===== src/psps_pkg.sv =====
package psps_pkg;

   // table geometry
   localparam int MAX_PATHS = 256;
   localparam int PATH_W    = $clog2(MAX_PATHS);
   localparam int CNT_W     = PATH_W + 1;
   localparam int PEN_W     = 8;
   localparam int ENT_W     = 16;
   localparam int BITS_W    = 4;

   // penalties added by feedback
   localparam logic [PEN_W-1:0] PEN_ECN  = PEN_W'(1);
   localparam logic [PEN_W-1:0] PEN_NACK = PEN_W'(4);

   // feedback codes
   localparam logic [1:0] FB_GOOD    = 2'd0;
   localparam logic [1:0] FB_ECN     = 2'd1;
   localparam logic [1:0] FB_NACK    = 2'd2;
   localparam logic [1:0] FB_TIMEOUT = 2'd3;

   // request kinds
   localparam logic KIND_FEEDBACK = 1'b0;
   localparam logic KIND_REQUEST  = 1'b1;

   // register indexes
   localparam logic [1:0] REG_PATH_BITS     = 2'd0;
   localparam logic [1:0] REG_MAX_PENALTY   = 2'd1;
   localparam logic [1:0] REG_ENTROPY_UPPER = 2'd2;

   // microcode steps
   typedef enum logic [2:0] {
      ST_FB_RD  = 3'd0,
      ST_FB_WR  = 3'd1,
      ST_RQ_RD  = 3'd2,
      ST_RQ_EV  = 3'd3,
      ST_RQ_CHK = 3'd4,
      ST_RQ_ADV = 3'd5,
      ST_RQ_FIN = 3'd6
   } step_type;

   // jump conditions
   typedef enum logic [1:0] {
      J_NONE = 2'd0,
      J_ZERO = 2'd1,
      J_OVER = 2'd2
   } jcond_type;

   // one control word
   typedef struct packed {
      logic      mem_rd;
      logic      addr_fb;
      logic      wr_fb;
      logic      wr_dec;
      logic      step_inc;
      logic      adv;
      logic      out_load;
      logic      done;
      jcond_type jcond;
      step_type  nxt;
      step_type  alt;
   } ucode_type;

   // datapath status seen by the sequencer
   typedef struct packed {
      logic val_zero;
      logic steps_over;
      logic out_busy;
   } stat_type;

   // configuration as the datapath uses it
   typedef struct packed {
      logic [PATH_W-1:0] mask;
      logic [CNT_W-1:0]  n;
      logic [PEN_W-1:0]  max_pen;
      logic [ENT_W-1:0]  upper;
   } cfg_type;

   // microcode program
   function automatic ucode_type ucode_rom(step_type st);
      ucode_type w;
      w = '0;
      w.jcond = J_NONE;
      w.nxt   = ST_FB_RD;
      w.alt   = ST_FB_RD;
      case (st)
         ST_FB_RD: begin
            w.mem_rd  = 1'b1;
            w.addr_fb = 1'b1;
            w.nxt     = ST_FB_WR;
         end
         ST_FB_WR: begin
            w.addr_fb = 1'b1;
            w.wr_fb   = 1'b1;
            w.done    = 1'b1;
         end
         ST_RQ_RD: begin
            w.mem_rd = 1'b1;
            w.nxt    = ST_RQ_EV;
         end
         ST_RQ_EV: begin
            w.wr_dec   = 1'b1;
            w.step_inc = 1'b1;
            w.jcond    = J_ZERO;
            w.alt      = ST_RQ_FIN;
            w.nxt      = ST_RQ_CHK;
         end
         ST_RQ_CHK: begin
            w.jcond = J_OVER;
            w.alt   = ST_RQ_FIN;
            w.nxt   = ST_RQ_ADV;
         end
         ST_RQ_ADV: begin
            w.adv = 1'b1;
            w.nxt = ST_RQ_RD;
         end
         ST_RQ_FIN: begin
            w.adv      = 1'b1;
            w.out_load = 1'b1;
            w.done     = 1'b1;
         end
         default: begin
            w.done = 1'b1;
         end
      endcase
      return w;
   endfunction

endpackage


===== src/psps_if.sv =====
interface psps_req_if;
   import psps_pkg::*;
   logic              valid;
   logic              ready;
   logic              kind;
   logic [ENT_W-1:0]  path_id;
   logic [1:0]        feedback;
   logic [ENT_W-1:0]  rand_first;
   logic [ENT_W-1:0]  rand_second;
   modport source (output valid, kind, path_id, feedback, rand_first, rand_second,
                   input ready);
   modport sink   (input valid, kind, path_id, feedback, rand_first, rand_second,
                   output ready);
endinterface

interface psps_rsp_if;
   import psps_pkg::*;
   logic              valid;
   logic              ready;
   logic [ENT_W-1:0]  entropy;
   logic [CNT_W-1:0]  penalised_paths;
   modport source (output valid, entropy, penalised_paths, input ready);
   modport sink   (input valid, entropy, penalised_paths, output ready);
endinterface

interface psps_csr_if;
   import psps_pkg::*;
   logic              valid;
   logic              ready;
   logic [1:0]        index;
   logic [ENT_W-1:0]  data;
   modport source (output valid, index, data, input ready);
   modport sink   (input valid, index, data, output ready);
endinterface


===== src/psps_seq.sv =====
module psps_seq (
   input  logic                  clock,
   input  logic                  reset,
   input  logic                  start,
   input  logic                  start_kind,
   input  psps_pkg::stat_type    stat,
   output psps_pkg::ucode_type   ctrl,
   output logic                  busy
);
   import psps_pkg::*;

   logic      busy_ff, busy_in;
   step_type  upc_ff, upc_in;
   ucode_type word;
   logic      go;
   logic      take_alt;

   // control word of the current step
   assign word = ucode_rom(upc_ff);
   assign go   = busy_ff && !(word.out_load && stat.out_busy);
   assign busy = busy_ff;

   // actions only fire on a step that proceeds
   always_comb begin
      ctrl = '0;
      if (go) begin
         ctrl = word;
      end
   end

   // next step
   always_comb begin
      busy_in  = busy_ff;
      upc_in   = upc_ff;
      take_alt = 1'b0;
      case (word.jcond)
         J_ZERO:  take_alt = stat.val_zero;
         J_OVER:  take_alt = stat.steps_over;
         default: take_alt = 1'b0;
      endcase
      if (!busy_ff) begin
         if (start) begin
            busy_in = 1'b1;
            upc_in  = (start_kind == KIND_REQUEST) ? ST_RQ_RD : ST_FB_RD;
         end
      end else if (go) begin
         if (word.done) begin
            busy_in = 1'b0;
         end else begin
            upc_in = take_alt ? word.alt : word.nxt;
         end
      end
   end

   // step counter
   always_ff @(posedge clock) begin
      if (reset) begin
         busy_ff <= 1'b0;
         upc_ff  <= ST_FB_RD;
      end else begin
         busy_ff <= busy_in;
         upc_ff  <= upc_in;
      end
   end

endmodule


===== src/psps_datapath.sv =====
module psps_datapath (
   input  logic                          clock,
   input  logic                          reset,
   input  logic                          start,
   input  logic [psps_pkg::ENT_W-1:0]    in_path_id,
   input  logic [1:0]                    in_feedback,
   input  logic [psps_pkg::ENT_W-1:0]    in_rand_first,
   input  logic [psps_pkg::ENT_W-1:0]    in_rand_second,
   input  psps_pkg::cfg_type             cfg,
   input  psps_pkg::ucode_type           ctrl,
   output psps_pkg::stat_type            stat,
   output logic                          out_valid,
   input  logic                          out_ready,
   output logic [psps_pkg::ENT_W-1:0]    out_entropy,
   output logic [psps_pkg::CNT_W-1:0]    out_count
);
   import psps_pkg::*;

   // penalty memory and its valid bits
   logic [PEN_W-1:0]     mem [MAX_PATHS];
   logic [MAX_PATHS-1:0] valid_ff;
   logic [PEN_W-1:0]     rd_data_ff;
   logic                 rd_valid_ff;

   // request state
   logic [PATH_W-1:0] pidx_ff;
   logic [1:0]        fb_ff;
   logic [PATH_W-1:0] r1_ff, r2_ff;
   logic [CNT_W-1:0]  steps_ff, steps_in;
   logic              dec_done_ff, dec_done_in;
   logic              wrapped_ff, wrapped_in;

   // persistent state
   logic [CNT_W-1:0]  ri_ff, ri_in;
   logic [PATH_W-1:0] rx_ff, rx_in;
   logic [CNT_W-1:0]  cnt_ff, cnt_in;

   // result register
   logic              out_valid_ff, out_valid_in;
   logic [ENT_W-1:0]  ent_ff;
   logic [CNT_W-1:0]  ocnt_ff;

   logic [PATH_W-1:0] e;
   logic [PATH_W-1:0] addr;
   logic [PEN_W-1:0]  old_val;
   logic [PEN_W-1:0]  add_val;
   logic [PEN_W:0]    sum;
   logic [PEN_W-1:0]  fb_val;
   logic              we;
   logic [PEN_W-1:0]  wd;
   logic [CNT_W-1:0]  ri_inc;

   // current walk position
   assign e       = (ri_ff[PATH_W-1:0] ^ rx_ff) & cfg.mask;
   assign addr    = ctrl.addr_fb ? pidx_ff : e;
   assign old_val = rd_valid_ff ? rd_data_ff : '0;

   // feedback penalty with saturation
   always_comb begin
      case (fb_ff)
         FB_ECN:     add_val = PEN_ECN;
         FB_NACK:    add_val = PEN_NACK;
         FB_TIMEOUT: add_val = cfg.max_pen;
         default:    add_val = '0;
      endcase
      sum    = {1'b0, old_val} + {1'b0, add_val};
      fb_val = (sum > {1'b0, cfg.max_pen}) ? cfg.max_pen : sum[PEN_W-1:0];
   end

   // write select
   always_comb begin
      we = 1'b0;
      wd = fb_val;
      if (ctrl.wr_fb) begin
         we = 1'b1;
      end else if (ctrl.wr_dec && (old_val != '0) && !dec_done_ff) begin
         we = 1'b1;
         wd = old_val - PEN_W'(1);
      end
   end

   // penalty memory
   always_ff @(posedge clock) begin
      if (we) begin
         mem[addr] <= wd;
      end
      if (ctrl.mem_rd) begin
         rd_data_ff <= mem[addr];
      end
   end

   always_ff @(posedge clock) begin
      if (reset) begin
         valid_ff    <= '0;
         rd_valid_ff <= 1'b0;
      end else begin
         if (we) begin
            valid_ff[addr] <= 1'b1;
         end
         if (ctrl.mem_rd) begin
            rd_valid_ff <= valid_ff[addr];
         end
      end
   end

   // penalised path count follows zero and nonzero transitions
   always_comb begin
      cnt_in = cnt_ff;
      if (we) begin
         if ((old_val == '0) && (wd != '0)) begin
            cnt_in = cnt_ff + CNT_W'(1);
         end else if ((old_val != '0) && (wd == '0) && (cnt_ff != '0)) begin
            cnt_in = cnt_ff - CNT_W'(1);
         end
      end
   end

   // walk bookkeeping and round advance
   assign ri_inc = ri_ff + CNT_W'(1);

   always_comb begin
      steps_in    = steps_ff;
      dec_done_in = dec_done_ff;
      wrapped_in  = wrapped_ff;
      ri_in       = ri_ff;
      rx_in       = rx_ff;
      if (start) begin
         steps_in    = '0;
         dec_done_in = 1'b0;
         wrapped_in  = 1'b0;
      end else begin
         if (ctrl.step_inc && (old_val != '0)) begin
            steps_in = steps_ff + CNT_W'(1);
         end
         if (ctrl.wr_dec && (old_val != '0)) begin
            dec_done_in = 1'b1;
         end
         if (ctrl.adv) begin
            if (ri_inc >= cfg.n) begin
               ri_in      = '0;
               rx_in      = (wrapped_ff ? r2_ff : r1_ff) & cfg.mask;
               wrapped_in = 1'b1;
            end else begin
               ri_in = ri_inc;
            end
         end
      end
   end

   // result register
   always_comb begin
      out_valid_in = out_valid_ff;
      if (out_valid_ff && out_ready) begin
         out_valid_in = 1'b0;
      end
      if (ctrl.out_load) begin
         out_valid_in = 1'b1;
      end
   end

   always_ff @(posedge clock) begin
      if (reset) begin
         ri_ff        <= '0;
         rx_ff        <= '0;
         cnt_ff       <= '0;
         out_valid_ff <= 1'b0;
         steps_ff     <= '0;
         dec_done_ff  <= 1'b0;
         wrapped_ff   <= 1'b0;
      end else begin
         ri_ff        <= ri_in;
         rx_ff        <= rx_in;
         cnt_ff       <= cnt_in;
         out_valid_ff <= out_valid_in;
         steps_ff     <= steps_in;
         dec_done_ff  <= dec_done_in;
         wrapped_ff   <= wrapped_in;
      end
   end

   // request fields and result payload
   always_ff @(posedge clock) begin
      if (start) begin
         pidx_ff <= in_path_id[PATH_W-1:0] & cfg.mask;
         fb_ff   <= in_feedback;
         r1_ff   <= in_rand_first[PATH_W-1:0];
         r2_ff   <= in_rand_second[PATH_W-1:0];
      end
      if (ctrl.out_load) begin
         ent_ff  <= {cfg.upper[ENT_W-1:PATH_W], (cfg.upper[PATH_W-1:0] & ~cfg.mask) | e};
         ocnt_ff <= cnt_ff;
      end
   end

   assign stat.val_zero   = (old_val == '0);
   assign stat.steps_over = (steps_ff > cfg.n);
   assign stat.out_busy   = out_valid_ff && !out_ready;

   assign out_valid   = out_valid_ff;
   assign out_entropy = ent_ff;
   assign out_count   = ocnt_ff;

endmodule


===== src/penalty_skip_path_selector.sv =====
// feedback request: a read step, then a write step, before the next request is accepted
// entropy request: read, evaluate and finish steps when the first path met is clear,
// plus read, evaluate, check and advance steps per penalised path skipped;
// a held result stalls the last step, and all steps share the single penalty memory port
// result appears in an output register the cycle after the final step
// synchronous reset clears the penalty table at once via per-entry valid bits
module penalty_skip_path_selector (
   input logic        clock,
   input logic        reset,
   psps_req_if.sink   req_if,
   psps_rsp_if.source rsp_if,
   psps_csr_if.sink   csr_if
);
   import psps_pkg::*;

   logic [BITS_W-1:0] path_bits_ff;
   logic [PEN_W-1:0]  max_pen_ff;
   logic [ENT_W-1:0]  upper_ff;
   logic [BITS_W-1:0] eff_bits;
   cfg_type           cfg;
   ucode_type         ctrl;
   stat_type          stat;
   logic              busy;
   logic              start;

   // configuration registers
   assign csr_if.ready = 1'b1;

   always_ff @(posedge clock) begin
      if (reset) begin
         path_bits_ff <= BITS_W'(8);
         max_pen_ff   <= PEN_W'(15);
         upper_ff     <= '0;
      end else if (csr_if.valid) begin
         case (csr_if.index)
            REG_PATH_BITS:     path_bits_ff <= csr_if.data[BITS_W-1:0];
            REG_MAX_PENALTY:   max_pen_ff   <= csr_if.data[PEN_W-1:0];
            REG_ENTROPY_UPPER: upper_ff     <= csr_if.data;
            default: ;
         endcase
      end
   end

   // path count limited to the table size
   assign eff_bits    = (path_bits_ff > BITS_W'(PATH_W)) ? BITS_W'(PATH_W) : path_bits_ff;
   assign cfg.n       = CNT_W'(1) << eff_bits;
   assign cfg.mask    = PATH_W'(cfg.n - CNT_W'(1));
   assign cfg.max_pen = max_pen_ff;
   assign cfg.upper   = upper_ff;

   // request intake
   assign req_if.ready = !busy;
   assign start        = req_if.valid && !busy;

   psps_seq u_seq (
      .clock      (clock),
      .reset      (reset),
      .start      (start),
      .start_kind (req_if.kind),
      .stat       (stat),
      .ctrl       (ctrl),
      .busy       (busy)
   );

   psps_datapath u_dp (
      .clock          (clock),
      .reset          (reset),
      .start          (start),
      .in_path_id     (req_if.path_id),
      .in_feedback    (req_if.feedback),
      .in_rand_first  (req_if.rand_first),
      .in_rand_second (req_if.rand_second),
      .cfg            (cfg),
      .ctrl           (ctrl),
      .stat           (stat),
      .out_valid      (rsp_if.valid),
      .out_ready      (rsp_if.ready),
      .out_entropy    (rsp_if.entropy),
      .out_count      (rsp_if.penalised_paths)
   );

endmodule

===== src/flat_wrapper.sv =====
// flat-port wrapper written by rule: the top's interface ports become plain ports
module penalty_skip_path_selector_flat import psps_pkg::*;
  (clock, reset, req_if_valid, req_if_kind, req_if_path_id, req_if_feedback, req_if_rand_first, req_if_rand_second, req_if_ready, rsp_if_valid, rsp_if_entropy, rsp_if_penalised_paths, rsp_if_ready, csr_if_valid, csr_if_index, csr_if_data, csr_if_ready);
  psps_req_if req_if_i ();
  psps_rsp_if rsp_if_i ();
  psps_csr_if csr_if_i ();
  input logic clock;
  input logic reset;
  input wire logic [$bits(req_if_i.valid)-1:0] req_if_valid;
  input wire logic [$bits(req_if_i.kind)-1:0] req_if_kind;
  input wire logic [$bits(req_if_i.path_id)-1:0] req_if_path_id;
  input wire logic [$bits(req_if_i.feedback)-1:0] req_if_feedback;
  input wire logic [$bits(req_if_i.rand_first)-1:0] req_if_rand_first;
  input wire logic [$bits(req_if_i.rand_second)-1:0] req_if_rand_second;
  output wire logic [$bits(req_if_i.ready)-1:0] req_if_ready;
  output wire logic [$bits(rsp_if_i.valid)-1:0] rsp_if_valid;
  output wire logic [$bits(rsp_if_i.entropy)-1:0] rsp_if_entropy;
  output wire logic [$bits(rsp_if_i.penalised_paths)-1:0] rsp_if_penalised_paths;
  input wire logic [$bits(rsp_if_i.ready)-1:0] rsp_if_ready;
  input wire logic [$bits(csr_if_i.valid)-1:0] csr_if_valid;
  input wire logic [$bits(csr_if_i.index)-1:0] csr_if_index;
  input wire logic [$bits(csr_if_i.data)-1:0] csr_if_data;
  output wire logic [$bits(csr_if_i.ready)-1:0] csr_if_ready;
  assign req_if_i.valid = req_if_valid;
  assign req_if_i.kind = req_if_kind;
  assign req_if_i.path_id = req_if_path_id;
  assign req_if_i.feedback = req_if_feedback;
  assign req_if_i.rand_first = req_if_rand_first;
  assign req_if_i.rand_second = req_if_rand_second;
  assign req_if_ready = req_if_i.ready;
  assign rsp_if_valid = rsp_if_i.valid;
  assign rsp_if_entropy = rsp_if_i.entropy;
  assign rsp_if_penalised_paths = rsp_if_i.penalised_paths;
  assign rsp_if_i.ready = rsp_if_ready;
  assign csr_if_i.valid = csr_if_valid;
  assign csr_if_i.index = csr_if_index;
  assign csr_if_i.data = csr_if_data;
  assign csr_if_ready = csr_if_i.ready;
  penalty_skip_path_selector u_core (.clock(clock), .reset(reset), .req_if(req_if_i), .rsp_if(rsp_if_i), .csr_if(csr_if_i));
endmodule

===== config.mk =====
export PLATFORM = sky130hd
export DESIGN_NAME = penalty_skip_path_selector_flat
export DESIGN_NICKNAME = d
export VERILOG_FILES = /design/src/psps_pkg.sv /design/src/psps_if.sv /design/src/psps_seq.sv /design/src/psps_datapath.sv /design/src/penalty_skip_path_selector.sv /design/src/flat_wrapper.sv
export SDC_FILE = /design/constraint.sdc
export NUM_CORES = 2
export LEC_CHECK = 0
export ABC_AREA = 1
export BUFFER_PORTS_ARGS = -buffer_cell sky130_fd_sc_hd__buf_4
export CELL_PAD_IN_SITES_DETAIL_PLACEMENT = 2
export CELL_PAD_IN_SITES_GLOBAL_PLACEMENT = 2
export CORE_MARGIN = 2
export CORE_UTILIZATION = 32
export DETAILED_ROUTE_END_ITERATION = 10
export PLACE_DENSITY = 0.7
export SKIP_LAST_GASP = 1
export SLEW_MARGIN = 25
export SYNTH_ARGS = -nofsm -noshare
export SYNTH_HDL_FRONTEND = slang
export SYNTH_SLANG_ARGS = --single-unit

===== constraint.sdc =====
create_clock -name clock -period 11.3 [get_ports clock]
set_input_delay 1.695 -clock clock [delete_from_list [all_inputs] [get_ports clock]]
set_output_delay 1.695 -clock clock [all_outputs]
set_load 0.05 [all_outputs]

==> out/qor.yml <==
global_routing:
  first_pass_grt_wire_length_um: 471000
  grt_overflow_total: 0
  via_count_of_the_first_global_routing_pass: 67000
  gr-usage-all-layers_pct: 21.0
  grt_start_max_net_pins: 156
  initial_antenna_violation_count: 12
timing:
  maxClockFrequency_ghz: 0.155
  post-route-period-util_pct: 57.2
  fin_skew_ps: 43.7
  setup_total_negative_slack_ps: 0
  final_max_slew_viol_count: 0
  whs_ps: 437
  worst_slew_margin_rel_pct: 14.7
  setup_viol: 0
  worst_slew_pin_tran_ps: 1270
  final_period_minus_worst_setup_slack_ps: 6470
  grt_setup_unrepaired: "no"
  finalHoldViolations: 0
setup_path:
  critical_path_required_ps: 11940
  timing.critical_path.cells: "inv_2, nand4_1, ha_1, inv_1, nand3_1, nand2_1, o21ai_1, nand2_2, inv_8, buf_4, buf_4, a22oi_1, nand2_1, nand2_1, nand4_1, nand2_1, nand4_1, nor2_1, nand3_1"
  cp.arrival_ps: 7110
  crit_top_cell: "sky130_fd_sc_hd__nand2_1"
  register_to_register_setup_slack_ps: 4830
  endpoint_type_of_the_worst_setup_path: "flip-flop"
  worst_path_largest_cell_delay_ps: 620
  startpoint_type: "flip-flop"
  worst_path_max_delay_cell: "sky130_fd_sc_hd__buf_4"
  path_max_fanout: 64
  critPathKind: "reg2reg"
power_and_ir_drop:
  power_per_cell_area_nw_per_um2: 199
  power.leakage_nw: 36.9
  vdd_drop_max_v: 0.000193
  power_w: 0.0214
clock_tree:
  tritoncts.num_buffers: 275
  cts_tree: "yes"
  clk_path_buf_depth: 4
  clk-insertion-delay-late_ps: 850
  post_cts_resized: 0
  clk_pin_slew_ps: 60
  cts-hold-fix-buffers: 0
  htreeDepth: 5
  clock_sinks: 2434
  cts_root_buffer: "sky130_fd_sc_hd__clkbuf_16"
  cts_setup_buffers: 0
die:
  top_level_ports: 102
  die_width_um: 548
  chipHeight_um: 548
  rows: 199
  floorplan.initialDensity_pct: 32.2
  die_area_um2: 301000
  coreArea_um2: 294000
status:
  outcome: "completed"
cells_and_area:
  fin_util_pct: 36.7
  final_common_cell: "sky130_fd_sc_hd__edfxtp_1"
  drive_above_1_share_pct: 11.1
  final_layout_net_count: 7401
  area_growth_syn_to_layout_pct: 13.9
  num-fill-cells: 29900
  most-common-layout-cells: "sky130_fd_sc_hd__edfxtp_1, sky130_fd_sc_hd__nand2_1, sky130_fd_sc_hd__a22oi_1, sky130_fd_sc_hd__nor2_1, sky130_fd_sc_hd__dfxtp_1"
synth:
  yosysTopAreaCell: "sky130_fd_sc_hd__edfxtp_1"
  synthesis.instances: 7226
  synth_async_sr_flop_share_pct: 0
  yosys_register_bits: 2434
  syn_avg_cell_area_um2: 13.1
  synth_fp_nets: 7350
  post_synthesis_cell_area_um2: 94800
  synthTopCellsByArea: "sky130_fd_sc_hd__edfxtp_1, sky130_fd_sc_hd__a22oi_1, sky130_fd_sc_hd__dfxtp_1, sky130_fd_sc_hd__nand2_1, sky130_fd_sc_hd__nor2_1"
  ys.flop_type: "sky130_fd_sc_hd__edfxtp_1"
  synth-warning-count: 0
  number_of_synthesized_flops_with_an_enable_pin: 2107
  seq_area_frac_synth_pct: 73.6
  netlist.area_leader.share_pct: 66.7
  yosys.cell_types.count: 58
detailed_routing:
  dr.pass1.iters: 5
  detail_route.iter0.violations: 5649
  avgRoutedWirePerCell_um: 28.4
  route.detailed.vias_per_inst: 5.39
  via_count: 61500
  detail-route-antenna-nets: 0
  drc_errors: 0
  drt-total-wl_um: 324000
placed_design:
  port_buffers: 76
  routabilityCongestion: 0.799
  detailedPlacementHpwl_um: 188000
worst_hold_path:
  worstHoldPathType: "reg2reg"
job:
  drv_cap: 0
-- worst paths after layout --
| check | start | to | cells after the start |
|---|---|---|---|
| hold / removal | u_core.upper_ff[8] | u_core.u_dp.out_entropy[8] | 0 |
| setup reg to reg | u_core.path_bits_ff[3] | u_core.u_dp.rd_data_ff[2] | 19 |
| hold reg to reg | u_core.upper_ff[8] | u_core.u_dp.out_entropy[8] | 0 |
| setup / recovery | u_core.path_bits_ff[3] | u_core.u_dp.rd_data_ff[2] | 19 |
-- state kept, by name, indices dropped and copies added, names as in the netlist, 3 cells and up --
name / count
u_core.u_dp.out_entropy: 16
u_core.u_dp.ri_ff: 9
u_core.u_dp.r2_ff: 8
u_core.u_dp.rx_ff: 8
u_core.max_pen_ff: 8
u_core.u_seq.upc_ff: 3
u_core.u_dp.r1_ff: 8
u_core.u_dp.cnt_ff: 9
u_core.u_dp.steps_ff: 9
u_core.u_dp.out_count: 9
u_core.u_dp.valid_ff: 256
u_core.u_dp.pidx_ff: 8
u_core.u_dp.rd_data_ff: 8
u_core.upper_ff: 16
u_core.path_bits_ff: 4
u_core.u_dp.mem: 2048
-- kinds of logic after synthesis --
kind of cell | after synthesis | share of synthesized area (%)
flops | 2434 | 73.6
buf+inv | 559 | 2.94
xor+xnor | 20 | 0.185
simple gates | 2793 | 12.3
compound gates | 1369 | 10.3
other cells | 1 | 0.00395
fa+ha+maj | 50 | 0.675
-- cell usage after synthesis (48+ instances only) --
library cell,number
sky130_fd_sc_hd__clkbuf_1,107
sky130_fd_sc_hd__o21ai_0,113
sky130_fd_sc_hd__dfxtp_1,327
sky130_fd_sc_hd__a22oi_1,1013
sky130_fd_sc_hd__nand2_1,1546
sky130_fd_sc_hd__nor2_1,818
sky130_fd_sc_hd__ha_1,48
sky130_fd_sc_hd__buf_6,48
sky130_fd_sc_hd__buf_2,196
sky130_fd_sc_hd__nand4_1,123
sky130_fd_sc_hd__inv_1,115
sky130_fd_sc_hd__a21oi_1,147
sky130_fd_sc_hd__nor2_2,109
sky130_fd_sc_hd__edfxtp_1,2107
sky130_fd_sc_hd__nand3_1,90
-- where the power goes --
group / leakage [nW] / switching (W) / internal, W
registers: 22.0 / 0.0000166 / 0.0103
logic: 10.7 / 0.00183 / 0.000386
clock network: 4.30 / 0.00372 / 0.00518
total: 36.9 / 0.00557 / 0.0159
-- layout make-up --
class,instances,area [um^2],share of cell area (%)
Timing Repair Buffer,168,1440,1.34
Inverter,165,702,0.650
Clock inverter,95,967,0.896
Sequential cell,2434,69800,64.7
Tap cell,3919,4900,4.54
Antenna cell,5,12.5,0.0116
Clock buffer,404,7850,7.27
Multi-Input combinational cell,4233,22300,20.6
-- layer usage --
layer	GRT usage, %	vias up	wire (um)
met5	0	-	27
met2	36.2	1894	160000
li1	-	26600	-
met4	7.10	4	11500
met3	2.88	519	17500
met1	27.1	32500	135000
-- metrics by stage --
step / setup slack (ps) / cells / cell area (um^2)
floorplan: 4980 / 7226 / 94800
global placement: 5000 / 10900 / 99100
detailed placement: 4940 / 10900 / 99100
CTS: 4910 / 11400 / 108000
global route: 4490 / 11400 / 108000
finish: 4830 / 11400 / 108000
-- critical path: cells and delay by family, from the launching register on --
kind                       cells  cell delay [ps]
and+or+nand+nor               11             2530
buffers and inverters          5             2030
AOI/OAI and AO/OA              2              680
adders and majority gates      1              460
DFF                            1              440
No activity file was read; power rests on OpenSTA's default activity.
